$ cat config.mk
export PLATFORM = sky130hd
export DESIGN_NAME = pfpu_pipe_ctrl
export DESIGN_NICKNAME = d
export VERILOG_FILES = /design/src/pfpu_pkg.sv /design/src/pfpu_pipe_ctrl.sv
export SDC_FILE = /design/constraint.sdc
export NUM_CORES = 1
export LEC_CHECK = 0
export BUFFER_PORTS_ARGS = -buffer_cell sky130_fd_sc_hd__buf_2
export CELL_PAD_IN_SITES_DETAIL_PLACEMENT = 1
export CELL_PAD_IN_SITES_GLOBAL_PLACEMENT = 1
export CORE_AREA = 3 3 40 42
export CTS_BUF_LIST = sky130_fd_sc_hd__clkbuf_2 sky130_fd_sc_hd__clkbuf_4 sky130_fd_sc_hd__clkbuf_8
export DETAILED_ROUTE_END_ITERATION = 10
export DIE_AREA = 0 0 43 45
export GPL_ROUTABILITY_DRIVEN = 0
export HOLD_SLACK_MARGIN = 0.05
export PLACE_DENSITY = 0.82
export SYNTH_ARGS = -nofsm -noshare
export SYNTH_HDL_FRONTEND = slang
export SYNTH_SLANG_ARGS = --single-unit
export TNS_END_PERCENT = 10
$ cat constraint.sdc
create_clock -name clk -period 2.4 [get_ports clk]
set_clock_uncertainty 0.15 [all_clocks]
set_input_delay 0.48 -clock clk [delete_from_list [all_inputs] [get_ports clk]]
set_output_delay 0.48 -clock clk [all_outputs]
set_load 0.02 [all_outputs]
$ cat src/pfpu_pkg.sv
`timescale 1ns / 1ps
// ============================================================================
// pfpu_pkg
// Shared types, constants and saturating Q16.16 arithmetic for the phase
// field point update pipeline.
// ============================================================================
package pfpu_pkg;

    localparam int W         = 32;
    localparam int FRAC      = 16;
    localparam int CFG_IDX_W = 3;
    localparam int NSTAGE    = 11;

    typedef logic signed [W-1:0] word_t;

    localparam word_t WMAX  = {1'b0, {(W-1){1'b1}}};
    localparam word_t WMIN  = {1'b1, {(W-1){1'b0}}};
    localparam word_t WZERO = '0;
    // 1.0 clipped to the word range on narrow words
    localparam word_t ONE   = (W > FRAC + 1) ? word_t'(64'sd1 <<< FRAC) : WMAX;

    // configuration register indexes
    typedef enum logic [CFG_IDX_W-1:0] {
        REG_STEP_GAIN      = 3'd0,
        REG_KAPPA_GAIN     = 3'd1,
        REG_ALPHA_GAIN     = 3'd2,
        REG_PHASE_LEVEL    = 3'd3,
        REG_MOTILITY_GAIN  = 3'd4,
        REG_VOLUME_GAIN    = 3'd5,
        REG_VOLUME_SCALE   = 3'd6,
        REG_EXCLUSION_GAIN = 3'd7
    } cfg_idx_t;

    localparam word_t RST_STEP_GAIN      = word_t'(655);
    localparam word_t RST_KAPPA_GAIN     = word_t'(0);
    localparam word_t RST_ALPHA_GAIN     = word_t'(0);
    localparam word_t RST_PHASE_LEVEL    = (W > FRAC + 1) ? word_t'(65536) : WMAX;
    localparam word_t RST_MOTILITY_GAIN  = word_t'(0);
    localparam word_t RST_VOLUME_GAIN    = word_t'(0);
    localparam word_t RST_VOLUME_SCALE   = word_t'(20861);
    localparam word_t RST_EXCLUSION_GAIN = word_t'(0);

    typedef struct packed {
        word_t step_gain;
        word_t kappa_gain;
        word_t alpha_gain;
        word_t phase_level;
        word_t motility_gain;
        word_t volume_gain;
        word_t volume_scale;
        word_t exclusion_gain;
    } cfg_t;

    typedef struct packed {
        logic [NSTAGE-1:0] en;
        logic              out_valid;
    } pipe_ctl_t;

    typedef struct packed {
        logic  ovf;
        word_t val;
    } sres_t;

    function automatic sres_t sat_add(word_t a, word_t b);
        logic [W:0] s;
        sres_t      r;
        s = {a[W-1], a} + {b[W-1], b};
        if (s[W] != s[W-1])
        begin
            r.ovf = 1'b1;
            r.val = s[W] ? WMIN : WMAX;
        end
        else
        begin
            r.ovf = 1'b0;
            r.val = s[W-1:0];
        end
        return r;
    endfunction

    function automatic sres_t sat_sub(word_t a, word_t b);
        logic [W:0] s;
        sres_t      r;
        s = {a[W-1], a} - {b[W-1], b};
        if (s[W] != s[W-1])
        begin
            r.ovf = 1'b1;
            r.val = s[W] ? WMIN : WMAX;
        end
        else
        begin
            r.ovf = 1'b0;
            r.val = s[W-1:0];
        end
        return r;
    endfunction

    // product floored by FRAC bits, clipped to the word range
    function automatic sres_t sat_mul(word_t a, word_t b);
        logic signed [2*W-1:0]    p;
        logic [2*W-1:W-1+FRAC]    top;
        sres_t                    r;
        p   = a * b;
        top = p[2*W-1:W-1+FRAC];
        if ((&top) || !(|top))
        begin
            r.ovf = 1'b0;
            r.val = p[W-1+FRAC:FRAC];
        end
        else
        begin
            r.ovf = 1'b1;
            r.val = p[2*W-1] ? WMIN : WMAX;
        end
        return r;
    endfunction

    // floor division by two
    function automatic word_t half(word_t a);
        return a >>> 1;
    endfunction

endpackage

$ cat src/pfpu_pipe_ctrl.sv
`timescale 1ns / 1ps
// ============================================================================
// pfpu_pipe_ctrl
// Valid bits and per-stage advance enables; a stage moves on when it is
// empty or the stage after it moves, so bubbles close up under a stall.
// ============================================================================
module pfpu_pipe_ctrl
    import pfpu_pkg::*;
(
    input  logic      clk,
    input  logic      rst_n,
    input  logic      pt_valid,
    output logic      pt_stall,
    input  logic      res_stall,
    output pipe_ctl_t ctl
);

    logic [NSTAGE-1:0] vld_reg;
    logic [NSTAGE-1:0] vld_next;
    logic [NSTAGE-1:0] en;
    logic [NSTAGE-1:0] vld_src;

    always_comb
    begin
        en[NSTAGE-1] = !vld_reg[NSTAGE-1] || !res_stall;
        for (int k = NSTAGE - 2; k >= 0; k--)
        begin
            en[k] = !vld_reg[k] || en[k+1];
        end
    end

    assign vld_src = {vld_reg[NSTAGE-2:0], pt_valid};

    always_comb
    begin
        for (int k = 0; k < NSTAGE; k++)
        begin
            vld_next[k] = en[k] ? vld_src[k] : vld_reg[k];
        end
    end

    always_ff @(posedge clk or negedge rst_n)
    begin
        if (!rst_n)
        begin
            vld_reg <= '0;
        end
        else
        begin
            vld_reg <= vld_next;
        end
    end

    assign pt_stall      = !en[0];
    assign ctl.en        = en;
    assign ctl.out_valid = vld_reg[NSTAGE-1];

endmodule

# After elaboration in Yosys (flattened, before gate mapping)
# Index checks and enable logic that the tools add are counted.
# word_totals
ff_bits	11
in_bits	4
output_inout_bits	13
word_cells	35
# classes
n_reduce_logical	24
# ops
cell	n
logical NOT 1 bit	13
logical OR 1 bit	11

# Longest topological paths before layout
# logic_depth
word_depth	13
ltp_mapped	4
depth_no_buf	3

# Worst setup path before layout
# Ideal clock, no wire load.
# synth_path
kind	in2out
startpoint	input port res_stall
endpoint	output port pt_stall
arrival_ns	1.331
required_time_ns	1.770
setup_slack_ns	0.439
cell_stages	4
n_path_buf	1
path_cell_list	and4_1 -> buf_4 -> inv_4 -> nor3_1
# synth_rtl
item	line	rtl
start: declaration	pfpu_pipe_ctrl.sv:14	input logic res_stall,
end: declaration	pfpu_pipe_ctrl.sv:13	output logic pt_stall,

==> results.yml <==
sta:
  fmax_ghz: 0.469
  setup_violations: 0
  fin_tns_setup_ns: 0
  rsz0062_at_grt: "no"
  worst_pin_slew_ns: 0.276
  drv_slew: 0
  layout_min_cycle_time_ns: 2.13
  finalCritPeriodShare_pct: 88.8
  finalHoldViolCount: 0
  max_slew_margin_pct: 81.6
finish:
  largest_reg_flops: 11
  fillCellCount: 158
  fin_util_pct: 47.5
  insertedDiodeCount: 0
  area_growth_pct: 23.5
  nNetsFinal: 67
  layout-drive-gt1-share_pct: 40.3
die:
  core_sq_mm: 0.00128
  rows: 13
  die_x_microns: 43
  initial_core_util_pct: 38.5
  die_area_sq_mm: 0.00194
  ios: 17
  die_y_microns: 45
power:
  switchingPower_uw: 187
  leakage_uw: 0.000269
  combPwrFrac_pct: 28.4
  switching_share_pct: 35.1
  cell_internal_pwr_uw: 347
  clkPwrFrac_pct: 25.3
  p_seq_share_pct: 46.3
  power_density_mw_per_mm2: 874
  peakVddDrop_v: 0.000416
logic_synthesis:
  syn_area_sq_um: 494
  ys_seq_elements: 11
  yosys_warnings: 0
  synth_cells: 45
  syn_area_per_cell_sq_um: 11.0
  yosysUniqueCellTypes: 17
  synth_area_leaders: "dfrtp_1 56%, a31o_2 5.3%, nand4_1 5.1%, a41o_1 4.1%, nand3_1 4.1%"
  syn_nets: 49
  synth_top_area_share_pct: 55.7
  seq_area_frac_synth_pct: 55.7
  synth_top_cell_by_area: "dfrtp_1"
clocking:
  clock-sinks: 11
  clk_pin_slew_ns: 0.07
  htreeDepth: 1
  cts_tree: "done"
  root_buffer: "clkbuf_4"
  cts_resized: 0
  numCtsBuffers: 3
  clock_path_buffers: 2
  clk_latency_ns: 0.27
setup_path:
  path_max_fanout: 5
  critPathCaptureType: "primary output"
  slowest_delay_ns: 0.39
  critPathKind: "reg2out"
  startpoint: "vld_reg[10]"
  crit_slowest_cell: "dfrtp_1"
  startpoint_type: "flip-flop"
  r2r_start: "vld_reg[10]"
  worstRegToRegCells: 3
  worstPathCellList: "and4_1 -> inv_4 -> or3_1 -> buf_2"
  cp.arrival_ns: 1.50
  required_ns: 1.77
detailed_routing:
  drt_iter0_markers: 3
  drt_pre_antenna_iters: 3
  vias_per_cell: 5.31
  ant_nets: 0
  post_drt_wl_per_cell_microns: 13.9
  drc: 0
  drt_wl_total_microns: 1070
  vias: 409
global_route:
  globalRoute.totalOverflow: 0
  grt_pass1_wl_microns: 1730
  grt_start_max_net_pins: 15
  grt_usage_pct: 12.8
  grt_pass1_vias: 385
  antenna_found_initial: 0
worst_hold_path:
  hold_depth: 3
  min_path_type: "in2reg"
  min_from: "pt_valid"
run_status:
  outcome: "completed"
run:
  maxCapViolations: 0
placed_design:
  port-buffer-count: 16
  dp_hpwl_microns: 823
==> kinds of logic (layout without fill, tap and decap cells) <==
logic type	count (synthesis)	after routing	synth area share, %
compound gates	8	8	13.9
simple gates	19	19	22.3
buf+inv	7	24	8.10
flops	11	11	55.7
==> placed cells by master (no fill, tap or decap) <==
cell type / count
or3_1: 1
a31o_2: 3
dfrtp_1: 11
nand3_1: 4
buf_4: 1
o31ai_1: 1
a41o_1: 2
buf_2: 16
nor3_1: 1
dlygate4sd3_1: 1
nand2b_1: 3
a21o_1: 2
clkbuf_4: 4
inv_1: 1
and2_1: 1
and4_1: 2
nand4_1: 4
nand2_1: 3
inv_4: 1
==> cell usage after synthesis <==
cell type  instances
or3_1              1
buf_4              2
nand2_1            3
inv_4              1
and4_1             2
and2_1             1
a21o_1             2
nand3_1            4
a41o_1             2
nand2b_1           3
dfrtp_1           11
nand4_1            4
o31ai_1            1
inv_1              1
nor3_1             1
buf_2              3
a31o_2             3
==> power by group through the flow <==
stage	Sequential (uW)	Combinational, uW	Clock, uW
CTS	247	156	142
detailed placement	251	154	0
global placement	248	149	0
finish	247	152	135
global route	251	170	148
floorplan	234	128	0
==> final timing paths <==
kind                                   end  slack (ns)
max in group asynchronous       vld_reg[1]        1.44
worst max-delay path                ctl[1]        0.27
worst min-delay path            vld_reg[0]        0.25
worst max register to register  vld_reg[6]        1.07
worst min register to register  vld_reg[9]        0.32
min in group asynchronous       vld_reg[3]        0.45
==> what timing repair did <==
item | 4_1_cts | 5_1_grt
hold buffers | 1 | 0
setup endpoints to repair | 0 | 0
hold endpoints to repair | 11 | 0
setup buffers | 0 | 0
==> final cells by class <==
type                            count  area (sq um)  area share (%)
Inverter                            2          10.0            1.64
Timing Repair Buffer               18          97.6            16.0
Clock buffer                        4          30.0            4.92
Multi-Input combinational cell     27           179            29.3
Sequential cell                    11           275            45.1
Tap cell                           15          18.8            3.07
==> metrics by stage <==
stage | hold WS (ns) | worst slack (ns) | power [uW] | instances | cell area (sq um)
final | 0.251 | 0.270 | 534 | 77 | 611
after global routing | 0.250 | 0.200 | 569 | 77 | 611
after CTS | 0.245 | 0.241 | 544 | 77 | 611
after detailed placement | 0.213 | 0.363 | 404 | 72 | 571
after global placement | 0.210 | 0.391 | 398 | 72 | 571
after floorplan | 0.0344 | 0.439 | 362 | 45 | 494
==> worst max-delay path, delay by kind of cell (launching register included) <==
| kind | cells | cell delay, ns |
|---|---|---|
| flops | 1 | 0.39 |
| buf+inv | 2 | 0.22 |
| simple gates | 2 | 0.63 |
==> routing by layer <==
layer | global-route usage, % | share of wire, % | vias up | wire length [microns]
met5 | 0 | 0 | - | 0
met4 | 9.04 | 2.5 | 0 | 27
met3 | 5.18 | 6.9 | 4 | 74
met2 | 21.0 | 49 | 12 | 521
met1 | 13.6 | 42 | 196 | 447
li1 | - | - | 197 | -
Power figures use the tool's default switching activity.
