==> config.mk <==
export PLATFORM = sky130hd
export DESIGN_NAME = pfpu_cfg_regs
export DESIGN_NICKNAME = d
export VERILOG_FILES = /design/src/pfpu_pkg.sv /design/src/pfpu_cfg_regs.sv
export SDC_FILE = /design/constraint.sdc
export NUM_CORES = 1
export LEC_CHECK = 0
export BUFFER_PORTS_ARGS = -buffer_cell sky130_fd_sc_hd__buf_2
export CAP_MARGIN = 40
export CORE_UTILIZATION = 40
export DETAILED_ROUTE_END_ITERATION = 10
export GPL_ROUTABILITY_DRIVEN = 0
export MAX_ROUTING_LAYER = met4
export PLACE_DENSITY = 0.67
export SYNTH_ARGS = -nofsm -noshare
export SYNTH_HDL_FRONTEND = slang
export SYNTH_SLANG_ARGS = --single-unit
==> constraint.sdc <==
create_clock -name clk -period 1.9 [get_ports clk]
set_clock_uncertainty 0.05 [all_clocks]
set_input_delay 0.19 -clock clk [delete_from_list [all_inputs] [get_ports clk]]
set_output_delay 0.19 -clock clk [all_outputs]
set_load 0.005 [all_outputs]
==> src/pfpu_pkg.sv <==
`timescale 1ns / 1ps
// ============================================================================
// pfpu_pkg
// Shared types, constants and saturating Q16.16 arithmetic for the phase
// field point update pipeline.
// ============================================================================
package pfpu_pkg;

    localparam int W         = 32;
    localparam int FRAC      = 16;
    localparam int CFG_IDX_W = 3;
    localparam int NSTAGE    = 11;

    typedef logic signed [W-1:0] word_t;

    localparam word_t WMAX  = {1'b0, {(W-1){1'b1}}};
    localparam word_t WMIN  = {1'b1, {(W-1){1'b0}}};
    localparam word_t WZERO = '0;
    // 1.0 clipped to the word range on narrow words
    localparam word_t ONE   = (W > FRAC + 1) ? word_t'(64'sd1 <<< FRAC) : WMAX;

    // configuration register indexes
    typedef enum logic [CFG_IDX_W-1:0] {
        REG_STEP_GAIN      = 3'd0,
        REG_KAPPA_GAIN     = 3'd1,
        REG_ALPHA_GAIN     = 3'd2,
        REG_PHASE_LEVEL    = 3'd3,
        REG_MOTILITY_GAIN  = 3'd4,
        REG_VOLUME_GAIN    = 3'd5,
        REG_VOLUME_SCALE   = 3'd6,
        REG_EXCLUSION_GAIN = 3'd7
    } cfg_idx_t;

    localparam word_t RST_STEP_GAIN      = word_t'(655);
    localparam word_t RST_KAPPA_GAIN     = word_t'(0);
    localparam word_t RST_ALPHA_GAIN     = word_t'(0);
    localparam word_t RST_PHASE_LEVEL    = (W > FRAC + 1) ? word_t'(65536) : WMAX;
    localparam word_t RST_MOTILITY_GAIN  = word_t'(0);
    localparam word_t RST_VOLUME_GAIN    = word_t'(0);
    localparam word_t RST_VOLUME_SCALE   = word_t'(20861);
    localparam word_t RST_EXCLUSION_GAIN = word_t'(0);

    typedef struct packed {
        word_t step_gain;
        word_t kappa_gain;
        word_t alpha_gain;
        word_t phase_level;
        word_t motility_gain;
        word_t volume_gain;
        word_t volume_scale;
        word_t exclusion_gain;
    } cfg_t;

    typedef struct packed {
        logic [NSTAGE-1:0] en;
        logic              out_valid;
    } pipe_ctl_t;

    typedef struct packed {
        logic  ovf;
        word_t val;
    } sres_t;

    function automatic sres_t sat_add(word_t a, word_t b);
        logic [W:0] s;
        sres_t      r;
        s = {a[W-1], a} + {b[W-1], b};
        if (s[W] != s[W-1])
        begin
            r.ovf = 1'b1;
            r.val = s[W] ? WMIN : WMAX;
        end
        else
        begin
            r.ovf = 1'b0;
            r.val = s[W-1:0];
        end
        return r;
    endfunction

    function automatic sres_t sat_sub(word_t a, word_t b);
        logic [W:0] s;
        sres_t      r;
        s = {a[W-1], a} - {b[W-1], b};
        if (s[W] != s[W-1])
        begin
            r.ovf = 1'b1;
            r.val = s[W] ? WMIN : WMAX;
        end
        else
        begin
            r.ovf = 1'b0;
            r.val = s[W-1:0];
        end
        return r;
    endfunction

    // product floored by FRAC bits, clipped to the word range
    function automatic sres_t sat_mul(word_t a, word_t b);
        logic signed [2*W-1:0]    p;
        logic [2*W-1:W-1+FRAC]    top;
        sres_t                    r;
        p   = a * b;
        top = p[2*W-1:W-1+FRAC];
        if ((&top) || !(|top))
        begin
            r.ovf = 1'b0;
            r.val = p[W-1+FRAC:FRAC];
        end
        else
        begin
            r.ovf = 1'b1;
            r.val = p[2*W-1] ? WMIN : WMAX;
        end
        return r;
    endfunction

    // floor division by two
    function automatic word_t half(word_t a);
        return a >>> 1;
    endfunction

endpackage

==> src/pfpu_cfg_regs.sv <==
`timescale 1ns / 1ps
// ============================================================================
// pfpu_cfg_regs
// Configuration register bank, written one word at a time over the
// configuration channel.
// ============================================================================
module pfpu_cfg_regs
    import pfpu_pkg::*;
(
    input  logic                 clk,
    input  logic                 rst_n,
    input  logic                 cfg_valid,
    output logic                 cfg_ready,
    input  logic [CFG_IDX_W-1:0] cfg_index,
    input  logic [W-1:0]         cfg_data,
    output cfg_t                 cfg
);

    cfg_t cfg_reg;
    cfg_t cfg_next;

    assign cfg_ready = 1'b1;
    assign cfg       = cfg_reg;

    always_comb
    begin
        cfg_next = cfg_reg;
        if (cfg_valid)
        begin
            case (cfg_idx_t'(cfg_index))
                REG_STEP_GAIN:      cfg_next.step_gain      = cfg_data;
                REG_KAPPA_GAIN:     cfg_next.kappa_gain     = cfg_data;
                REG_ALPHA_GAIN:     cfg_next.alpha_gain     = cfg_data;
                REG_PHASE_LEVEL:    cfg_next.phase_level    = cfg_data;
                REG_MOTILITY_GAIN:  cfg_next.motility_gain  = cfg_data;
                REG_VOLUME_GAIN:    cfg_next.volume_gain    = cfg_data;
                REG_VOLUME_SCALE:   cfg_next.volume_scale   = cfg_data;
                REG_EXCLUSION_GAIN: cfg_next.exclusion_gain = cfg_data;
                default:            cfg_next = cfg_reg;
            endcase
        end
    end

    always_ff @(posedge clk or negedge rst_n)
    begin
        if (!rst_n)
        begin
            cfg_reg.step_gain      <= RST_STEP_GAIN;
            cfg_reg.kappa_gain     <= RST_KAPPA_GAIN;
            cfg_reg.alpha_gain     <= RST_ALPHA_GAIN;
            cfg_reg.phase_level    <= RST_PHASE_LEVEL;
            cfg_reg.motility_gain  <= RST_MOTILITY_GAIN;
            cfg_reg.volume_gain    <= RST_VOLUME_GAIN;
            cfg_reg.volume_scale   <= RST_VOLUME_SCALE;
            cfg_reg.exclusion_gain <= RST_EXCLUSION_GAIN;
        end
        else
        begin
            cfg_reg <= cfg_next;
        end
    end

endmodule

=== Word level (Yosys, flattened, before mapping) ===
Index checks and enable logic that the tools add are counted.
W data, S select, Z words.

* Input bits: 38
* Output and inout port bits: 257
* Register bits: 256
* Word-level logic and storage cells: 24

* Eq/ne operators: 7
* Reduce and logical (&&, ||, !) cells: 9

{| class="wikitable"
|+ Operator list
! operator !! count
|-
| $reduce_and A2 Y1 || 8
|-
| $eq A3 B3 Y1 const B || 4
|-
| $eq A3 B2 Y1 const B || 2
|-
| $eq A3 B1 Y1 const B || 1
|-
| $logic_not A3 Y1 || 1
|}

=== Longest topological paths before layout ===
Gate-level depths: netlist (run 1).

* Depth in word-level cells: 2
* Gate-level depth with buffers: 5

=== Least setup slack after synthesis (run 1) ===
Ideal clock, no wire load.

* Path type: in2reg
* From: input cfg_index[1]
* To: register cfg_reg, in the netlist cfg[229]
* Stages: 4
* Data arrival time: 1.253 ns
* Data required time: 1.725 ns
* Setup slack: 0.472 ns
* Path buffers: 2
* Library setup time: 0.125 ns
* Path through: buf_2 -> nor4b_4 -> buf_6 -> mux2_2

* Cells in the longest elaborated chain, start to end: 2

{| class="wikitable"
|+ RTL lines
! what !! line !! text
|-
| start, declared || pfpu_cfg_regs.sv:14 || <nowiki>input logic [CFG_IDX_W-1:0] cfg_index,</nowiki>
|-
| $logic_not A3 Y1 || pfpu_cfg_regs.sv:30 || <nowiki>case (cfg_idx_t'(cfg_index))</nowiki>
|-
| $reduce_and A2 Y1 (no source line) || - ||
|-
| end signal, assigned || pfpu_cfg_regs.sv:59 || <nowiki>cfg_reg <= cfg_next;</nowiki>
|-
| end, declared || pfpu_cfg_regs.sv:19 || <nowiki>cfg_t cfg_reg;</nowiki>
|}

No other way between the ends.
A chain may end at the register's enable or synchronous reset.

=== Final worst setup path (run 1) ===
* From: register cfg_reg, in the netlist cfg[38]
* To: output cfg[38] (netlist bit)

{| class="wikitable"
|+ RTL lines
! what !! line !! text
|-
| end, declared || pfpu_cfg_regs.sv:16 || <nowiki>output cfg_t cfg</nowiki>
|}

No word-level cell between the ends.

==> results.yml, run 1 <==
global_route:
  globalRoute.totalOverflow: 0
  antenna_found_initial: 0
  grt_pass1_vias: 6309
  grt_max_degree: 60
  grtUsageTotal_pct: 19.80
  grt_pass1_wl_um: 36350
floorplan:
  boundaryPins: 295
  fp.dieH_um: 157.3
  num_rows: 56
  die_w_um: 157.3
  floorplan.initialDensity_pct: 41.00
  dieArea_mm2: 0.02475
  core_area_mm2: 0.02354
yosys:
  synth_commonest_cells: "mux2_2 (243), dfrtp_1 (240), buf_2 (17), dfstp_2 (16), buf_6 (14)"
  syn_area_mm2: 0.009652
  syn-mean-instance-area_um2: 17.45
  synth_cells: 553
  ys_warn_count: 0
  syn-num-nets: 591
  synth_area_leaders: "dfrtp_1 (62%), mux2_2 (28%), dfstp_2 (4.4%)"
  synth_top_area_share_pct: 62.22
  synth-edff-count: 0
  synth_area_leader_cell: "dfrtp_1"
  synth.most_common_cell: "mux2_2"
  ys_ff_latch: 256
  synth.distinct_cells: 13
  yosysSeqAreaShare_pct: 66.58
  async_reset_ff_share_pct: 100.0
  synth_flop_cell: "dfrtp_1"
timing:
  hold_viol: 0
  fmax_mhz: 707.4
  final-setup-viol-count: 0
  relSlewSlack_pct: 65.36
  worst_pin_slew_ns: 0.5197
  rsz0062_at_grt: "false"
  final.setup.tns_ns: 0
  slew_violations: 0
  finalCriticalPeriod_ns: 1.414
  whs_ns: 0.1553
  post-route-period-util_pct: 74.40
hold_path:
  min_path_type: "primary input to async pin"
critical_path:
  critPathBufInv: 1
  worst_ep_arrival_time_ns: 1.17
  cp_max_fo: 2
  r2r-end: "cfg[211]"
  crit_chain: "buf_2"
  cp_top_family: "flip-flops"
  crit_path_max_incr_delay_ns: 0.52
  slowest_stage: "dfstp_2"
  regToRegSetupSlack_ns: 1.06
  worstPathRequired_ns: 1.66
  crit_path_start_kind: "register"
  r2r_start: "cfg[211]"
  cp-end-kind: "output pin"
  crit_type: "register to output pin"
  r2r.worst_path.cells: 1
final_layout:
  area_delta_synth_final_pct: 32.81
  antenna_cells: 0
  drive_gt1_share_pct: 67.47
  stdcell_count: 1232
  fill_cells: 1986
  multiInputGateArea_mm2: 0.003005
  fin_nets: 931
  regArea_mm2: 0.006426
  largest_register_ffs: 256
place:
  dp_hpwl_um: 15210
  placed_cells: 1150
  io_buffer_count: 293
routing:
  drtAntennaViolNets: 0
  wl_um: 23600
  drt-initial-drc-count: 181
  via_per_inst: 4.857
  wl_per_cell_um: 19.15
  drc: 0
  via_count: 5984
  dr.pass1.iters: 4
clock_network:
  clk_pin_slew_worst_paths_ns: 0.06
  h-tree-depth: 1
  cts_tree: "done"
  cts_resized: 0
  cts.sinks: 256
  root_buffer: "clkbuf_16"
  cts_buffers: 27
  cts_buffer_depth: 3
  clk_latency_ns: 0.52
power_and_ir_drop:
  power.leakage_nw: 6.098
  power.density_mw_per_mm2: 1214
  vdd_drop_max_v: 0.0008243
status:
  outcome: "finished clean"
run:
  maxCapViolations: 0
metrics by stage:
step / instance area, µm² / setup slack (ns) / power (mW) / util [%]
floorplan: 9652 / 0.4718 / 8.606 / -
global placement: 11600 / 0.3365 / 10.35 / 49.26
detailed placement: 11600 / 0.2937 / 10.45 / 49.26
CTS: 12820 / 0.4561 / 15.76 / 54.45
global route: 12820 / 0.4395 / 16.37 / 54.45
finish: 12820 / 0.4863 / 15.57 / 54.45
area by class of cell:
cell class	count	area share (%)
Clock buffer	43	6.520
Clock inverter	6	0.4295
Multi-Input combinational cell	265	23.45
Sequential cell	256	50.13
Tap cell	319	3.114
Timing Repair Buffer	343	16.36
per-layer routing:
layer	track usage, %	vias to the layer above	part of all wire (%)	routed length (µm)
met5	-	-	0	0
met4	6.565	0	3.4	813
met3	4.956	53	6.8	1613
met2	32.34	205	48	11330
met1	23.97	3071	42	9846
li1	-	2655	-	-
where the power goes:
part / internal, mW / switching (mW) / total [mW]
clock: 3.13 / 2.07 / 5.20
sequential: 6.71 / 0.561 / 7.27
combinational: 1.78 / 1.32 / 3.10
total: 11.6 / 3.95 / 15.6
worst max path at each step:
stage	startpoint	to	slack, ns	cells after the start
after floorplan	cfg_index[1]	cfg[229]	0.47	4
after global placement	cfg_index[0]	cfg[108]	0.34	4
after detailed placement	cfg_index[0]	cfg[108]	0.29	4
after CTS	cfg[226]	cfg[226]	0.46	1
after global routing	cfg[46]	cfg[46]	0.44	1
final	cfg[38]	cfg[38]	0.49	1
logic make-up after synthesis:
group / count (synthesis) / share of synthesized area, %
mux: 256 / 29.87
other cells: 1 / 0.03885
buf+inv: 32 / 2.593
simple gates: 8 / 0.9205
flops: 256 / 66.58
what timing repair did:
item / CTS / global route
hold endpoints to repair: 377 / 0
hold buffers: 33 / 0
setup buffers: 0 / 0
placed cells by master (no fill, tap or decap), types with 4 or more instances in the layout:
cell type	n
buf_4	4
dfrtp_1	240
clkbuf_16	27
buf_2	292
clkbuf_1	6
dfstp_2	16
clkinv_2	5
buf_12	13
clkbuf_8	10
mux2_1	13
dlygate4sd3_1	33
mux2_2	243
Power figures use the tool's default switching activity.
==> run 2, diff against run 1 <==
PLACE_DENSITY = 0.69   (was 0.67)
clock period = 1.2 ns   (was 1.9 ns; I/O delays follow)
==> run 2 against run 1 <==
Compared with the run above:
- the flow now finishes with violations (negative setup slack)
- core utilization is 5.8 points higher
- cell area rose by 11%
- critical path depth unchanged
- total power grew 70%
- routed wire length rose by 10%
- clock power up 57%
- worst hold slack worse by 0.15 ns
- setup slack worse by 0.62 ns
- register-to-register slack lost 0.94 ns
- die area stayed put
- cell count rose by 9.5%
- critical path type unchanged
- largest power group unchanged
==> results.yml, run 2 (synthesis results as in run 1) <==
floorplan:
  fp.dieH_um: 157.3
  dieArea_mm2: 0.02475
  num_rows: 56
  core_area_mm2: 0.02354
  floorplan.initialDensity_pct: 41.00
  boundaryPins: 295
  die_w_um: 157.3
final_layout:
  area_delta_synth_final_pct: 46.88
  fin_nets: 1048
  fill_cells: 1829
  final_cell_mix: "buf_2 (275), dfrtp_1 (240), mux2_2 (158), buf_4 (119), mux2_4 (96)"
  fin_area_mm2: 0.01418
  largest_register_ffs: 256
  antenna_cells: 0
  drive_gt1_share_pct: 72.04
  layout_commonest_cell: "buf_2"
  regArea_mm2: 0.006426
  multiInputGateArea_mm2: 0.003366
  stdcell_count: 1349
critical_path:
  worstPathRequired_ns: 1.03
  slowest_stage: "dfstp_2"
  cp-end-kind: "output pin"
  crit_path_max_incr_delay_ns: 0.54
  r2r_start: "cfg[165]"
  critPathBufInv: 1
  startpoint: "cfg[226]"
  worst_ep_arrival_time_ns: 1.16
  crit_type: "register to output pin"
  cp_top_family: "flip-flops"
  crit_path_start_kind: "register"
  crit_chain: "buf_6"
  cp_max_fo: 2
timing:
  final-setup-viol-count: 71
  finalCriticalPeriod_ns: 1.329
  slew_violations: 0
  post-route-period-util_pct: 110.8
  fmax_mhz: 752.3
  rsz0062_at_grt: "true"
  hold_viol: 0
  setup_ws_ns: -0.1292
  whs_ns: 0.004357
global_route:
  globalRoute.totalOverflow: 0
  use_met2_pct: 34.75
  grt_max_degree: 59
  grt_pass1_vias: 6655
  antenna_found_initial: 0
  grt_pass1_wl_um: 38800
  globalRouteMet1Util_pct: 26.98
  grt.busiest_layer: "met2"
  use_met3_pct: 4.130
  grtUsageTotal_pct: 21.20
power_and_ir_drop:
  power.density_mw_per_mm2: 1872
  power.leakage_nw: 6.996
  vdd_drop_max_v: 0.001367
routing:
  drt-initial-drc-count: 231
  drtAntennaViolNets: 0
  dr.pass1.iters: 4
  wl_per_cell_um: 19.24
  drc: 0
  wl_um: 25950
  via_per_inst: 4.771
  via_count: 6436
hold_path:
  min_path_type: "primary input to async pin"
status:
  violations: "negative setup slack"
  outcome: "finished, violations left"
place:
  placed_cells: 1160
  dp_hpwl_um: 16620
  placed_area_mm2: 0.01206
  io_buffer_count: 293
  pre_cts_slack_ns: -0.3970
clock_network:
  h-tree-depth: 1
  clk_latency_ns: 0.51
  cts_buffer_depth: 3
  clk_pin_slew_worst_paths_ns: 0.06
  cts_tree: "done"
  cts.sinks: 256
  root_buffer: "clkbuf_16"
  cts_buffers: 27
run:
  maxCapViolations: 0
[run 2: cell types whose count changed in the layout (fill, tap and decap cells not counted)]
cell,delta
clkbuf_8,-4
mux2_4,+96
buf_4,+115
buf_2,-17
buf_12,+2
buf_6,+17
clkbuf_1,+2
bufinv_16,+1
mux2_1,-11
mux2_2,-85
clkinv_2,+1
[run 2: worst paths after layout]
path	end	slack, ns	cells after the start
worst min register to register	cfg[116]	0.45	1
max in group asynchronous	cfg[44]	0.48	3
min in group clk	cfg[171]	0.24	4
worst max-delay path	cfg[226]	-0.13	1
worst max register to register	cfg[165]	0.12	3
worst min-delay path	cfg[140]	0.004	2
[run 2: worst reg2reg max path, stage by stage (launching register included)]
cell and delay [ns]:
dfrtp_1 0.40, buf_4 0.14, buf_4 0.12, mux2_4 0.26
[run 2: where the power goes]
group / total (mW) / switching, mW / internal, mW
Sequential: 11.6 / 1.00 / 10.6
Combinational: 6.73 / 2.42 / 4.31
Clock: 8.17 / 3.24 / 4.93
Total: 26.5 / 6.67 / 19.9
[run 2: what timing repair did]
| action | 4_1_cts | 5_1_grt |
|---|---|---|
| hold buffers | 33 | 0 |
| resized for setup | 12 | 5 |
| pin swaps | 0 | 0 |
| setup buffers | 66 | 41 |
| hold endpoints to repair | 512 | 0 |
| endpoints found under the setup margin | 256 | 256 |
[run 2: final cells by class]
class                           instances  area share [%]
Tap cell                              319           2.816
Sequential cell                       256           45.33
Timing Repair Buffer                  460           21.92
Multi-Input combinational cell        265           23.74
Clock inverter                          8          0.6355
Clock buffer                           41           5.560
[run 2: per-stage QoR]
stage / power [mW] / utilization (%) / setup TNS, ns
global route: 27.87 / 60.21 / -10.98
floorplan: 14.09 / - / -11.80
detailed placement: 17.07 / 51.22 / -51.82
CTS: 26.27 / 58.77 / -6.741
finish: 26.54 / 60.21 / -2.304
global placement: 16.88 / 51.22 / -46.11
[run 2: metal layers]
layer / share of wire, % / up-vias / wire length (µm)
li1: - / 2871 / -
met3: 6.0 / 46 / 1545
met4: 2.3 / 0 / 608
met5: 0 / - / 0
met1: 42 / 3297 / 10980
met2: 49 / 222 / 12820
==> run 3, diff against run 2 <==
clock period = 1.1 ns   (was 1.2 ns; I/O delays follow)
==> run 3 against run 2 <==
Compared with the run above:
- the flow still finishes with violations (negative setup slack)
- flip-flop and latch count did not move
- cell area is 0.33% lower
- first-iteration DRC count grew 5.6%
- highest routed layer unchanged
==> results.yml, run 3 (synthesis results as in run 1) <==
global_route:
  grt_pass1_vias: 6618
  grt_pass1_wl_um: 38600
  grt_max_degree: 48
  antenna_found_initial: 0
  grtUsageTotal_pct: 21.22
  globalRoute.totalOverflow: 0
clock_network:
  cts.sinks: 256
  root_buffer: "clkbuf_16"
  clk_pin_slew_worst_paths_ns: 0.06
  cts_tree: "done"
  cts_buffer_depth: 3
  clk_latency_ns: 0.51
  h-tree-depth: 1
  cts_buffers: 27
floorplan:
  floorplan.initialDensity_pct: 41.00
  num_rows: 56
  dieArea_mm2: 0.02475
  core_area_mm2: 0.02354
  die_w_um: 157.3
  fp.dieH_um: 157.3
  boundaryPins: 295
place:
  dp_hpwl_um: 15900
  pre_cts_slack_ns: -0.4852
  io_buffer_count: 293
status:
  outcome: "finished, violations left"
  violations: "negative setup slack"
final_layout:
  antenna_cells: 0
  layout_commonest_cell: "buf_2"
  largest_register_ffs: 256
  area_delta_synth_final_pct: 46.40
  fill_cells: 1808
  drive_gt1_share_pct: 71.48
  fin_nets: 1042
  final_cell_mix: "buf_2 (278), dfrtp_1 (240), mux2_2 (156), buf_4 (111), mux2_4 (98)"
routing:
  via_per_inst: 4.789
  wl_per_cell_um: 19.61
  drc: 0
  drt-initial-drc-count: 244
  via_count: 6432
  dr.pass1.iters: 4
  drtAntennaViolNets: 0
  wl_um: 26340
critical_path:
  crit_type: "register to output pin"
  crit_path_max_incr_delay_ns: 0.55
  worstPathRequired_ns: 0.94
  worst_ep_arrival_time_ns: 1.16
  cp_max_fo: 2
  cp_top_family: "flip-flops"
  r2r.worst_path.cells: 3
  cp-end-kind: "output pin"
  regToRegSetupSlack_ns: 0.01
  crit_chain: "buf_6"
  slowest_stage: "dfstp_2"
  r2r_start: "cfg[255]"
  r2r-end: "cfg[255]"
  critPathBufInv: 1
  crit_path_start_kind: "register"
run:
  maxCapViolations: 0
power_and_ir_drop:
  power.density_mw_per_mm2: 2056
  vdd_drop_max_v: 0.001401
  power.leakage_nw: 6.971
timing:
  whs_ns: 0.2191
  slew_violations: 0
  finalCriticalPeriod_ns: 1.318
  setup_ws_ns: -0.2181
  post-route-period-util_pct: 119.8
  final-setup-viol-count: 256
  hold_viol: 0
  fmax_mhz: 758.7
  rsz0062_at_grt: "true"
  final.setup.tns_ns: -23.68
hold_path:
  min_path_type: "primary input to async pin"
## run 3: where the power goes
part | internal [mW] | switching (mW) | leakage (nW) | total (mW)
registers | 11.6 | 1.10 | 3.05 | 12.7
clock network | 5.46 | 3.61 | 0.434 | 9.06
logic | 4.64 | 2.64 | 3.49 | 7.28
total | 21.7 | 7.35 | 6.97 | 29.0
## run 3: area by class of cell
class	count	area (µm²)	area share, %
Clock inverter	6	82.58	0.5844
Multi-Input combinational cell	265	3373	23.87
Tap cell	319	399.1	2.825
Sequential cell	256	6426	45.48
Timing Repair Buffer	454	3043	21.54
Clock buffer	43	805.8	5.703
## run 3: what timing repair did
action	4_1_cts	5_1_grt
gates resized for setup	6	10
hold buffers	36	0
endpoints found under the hold margin	512	0
buffers inserted	66	36
setup endpoints to repair	256	265
pin swaps	0	0
## run 3: layer usage
layer	wire [µm]	part of all wire [%]	global-route usage (%)
met5	0	0	-
met4	539	2.0	5.132
met3	1594	6.1	4.350
met2	12300	47	33.54
met1	11900	45	28.03
## run 3: worst max path at each step
stage                     slack (ns)  cells after the start        to          from
after floorplan                -0.23                      4  cfg[229]  cfg_index[1]
after global placement         -0.44                      4  cfg[125]  cfg_index[2]
after detailed placement       -0.49                      4  cfg[126]  cfg_index[2]
after CTS                      -0.24                      1  cfg[224]      cfg[224]
after global routing           -0.26                      1  cfg[224]      cfg[224]
final                          -0.22                      1  cfg[225]      cfg[225]
## run 3: stage by stage
step	utilization, %	std cells	instance area [µm²]	power (mW)
6_report	60.02	1343	14130	29.04
5_1_grt	60.02	1343	14130	30.29
4_1_cts	58.64	1307	13800	28.63
3_5_place_dp	51.07	1156	12020	18.60
3_3_place_gp	51.07	1156	12020	18.44
2_1_floorplan	-	553	10120	15.40
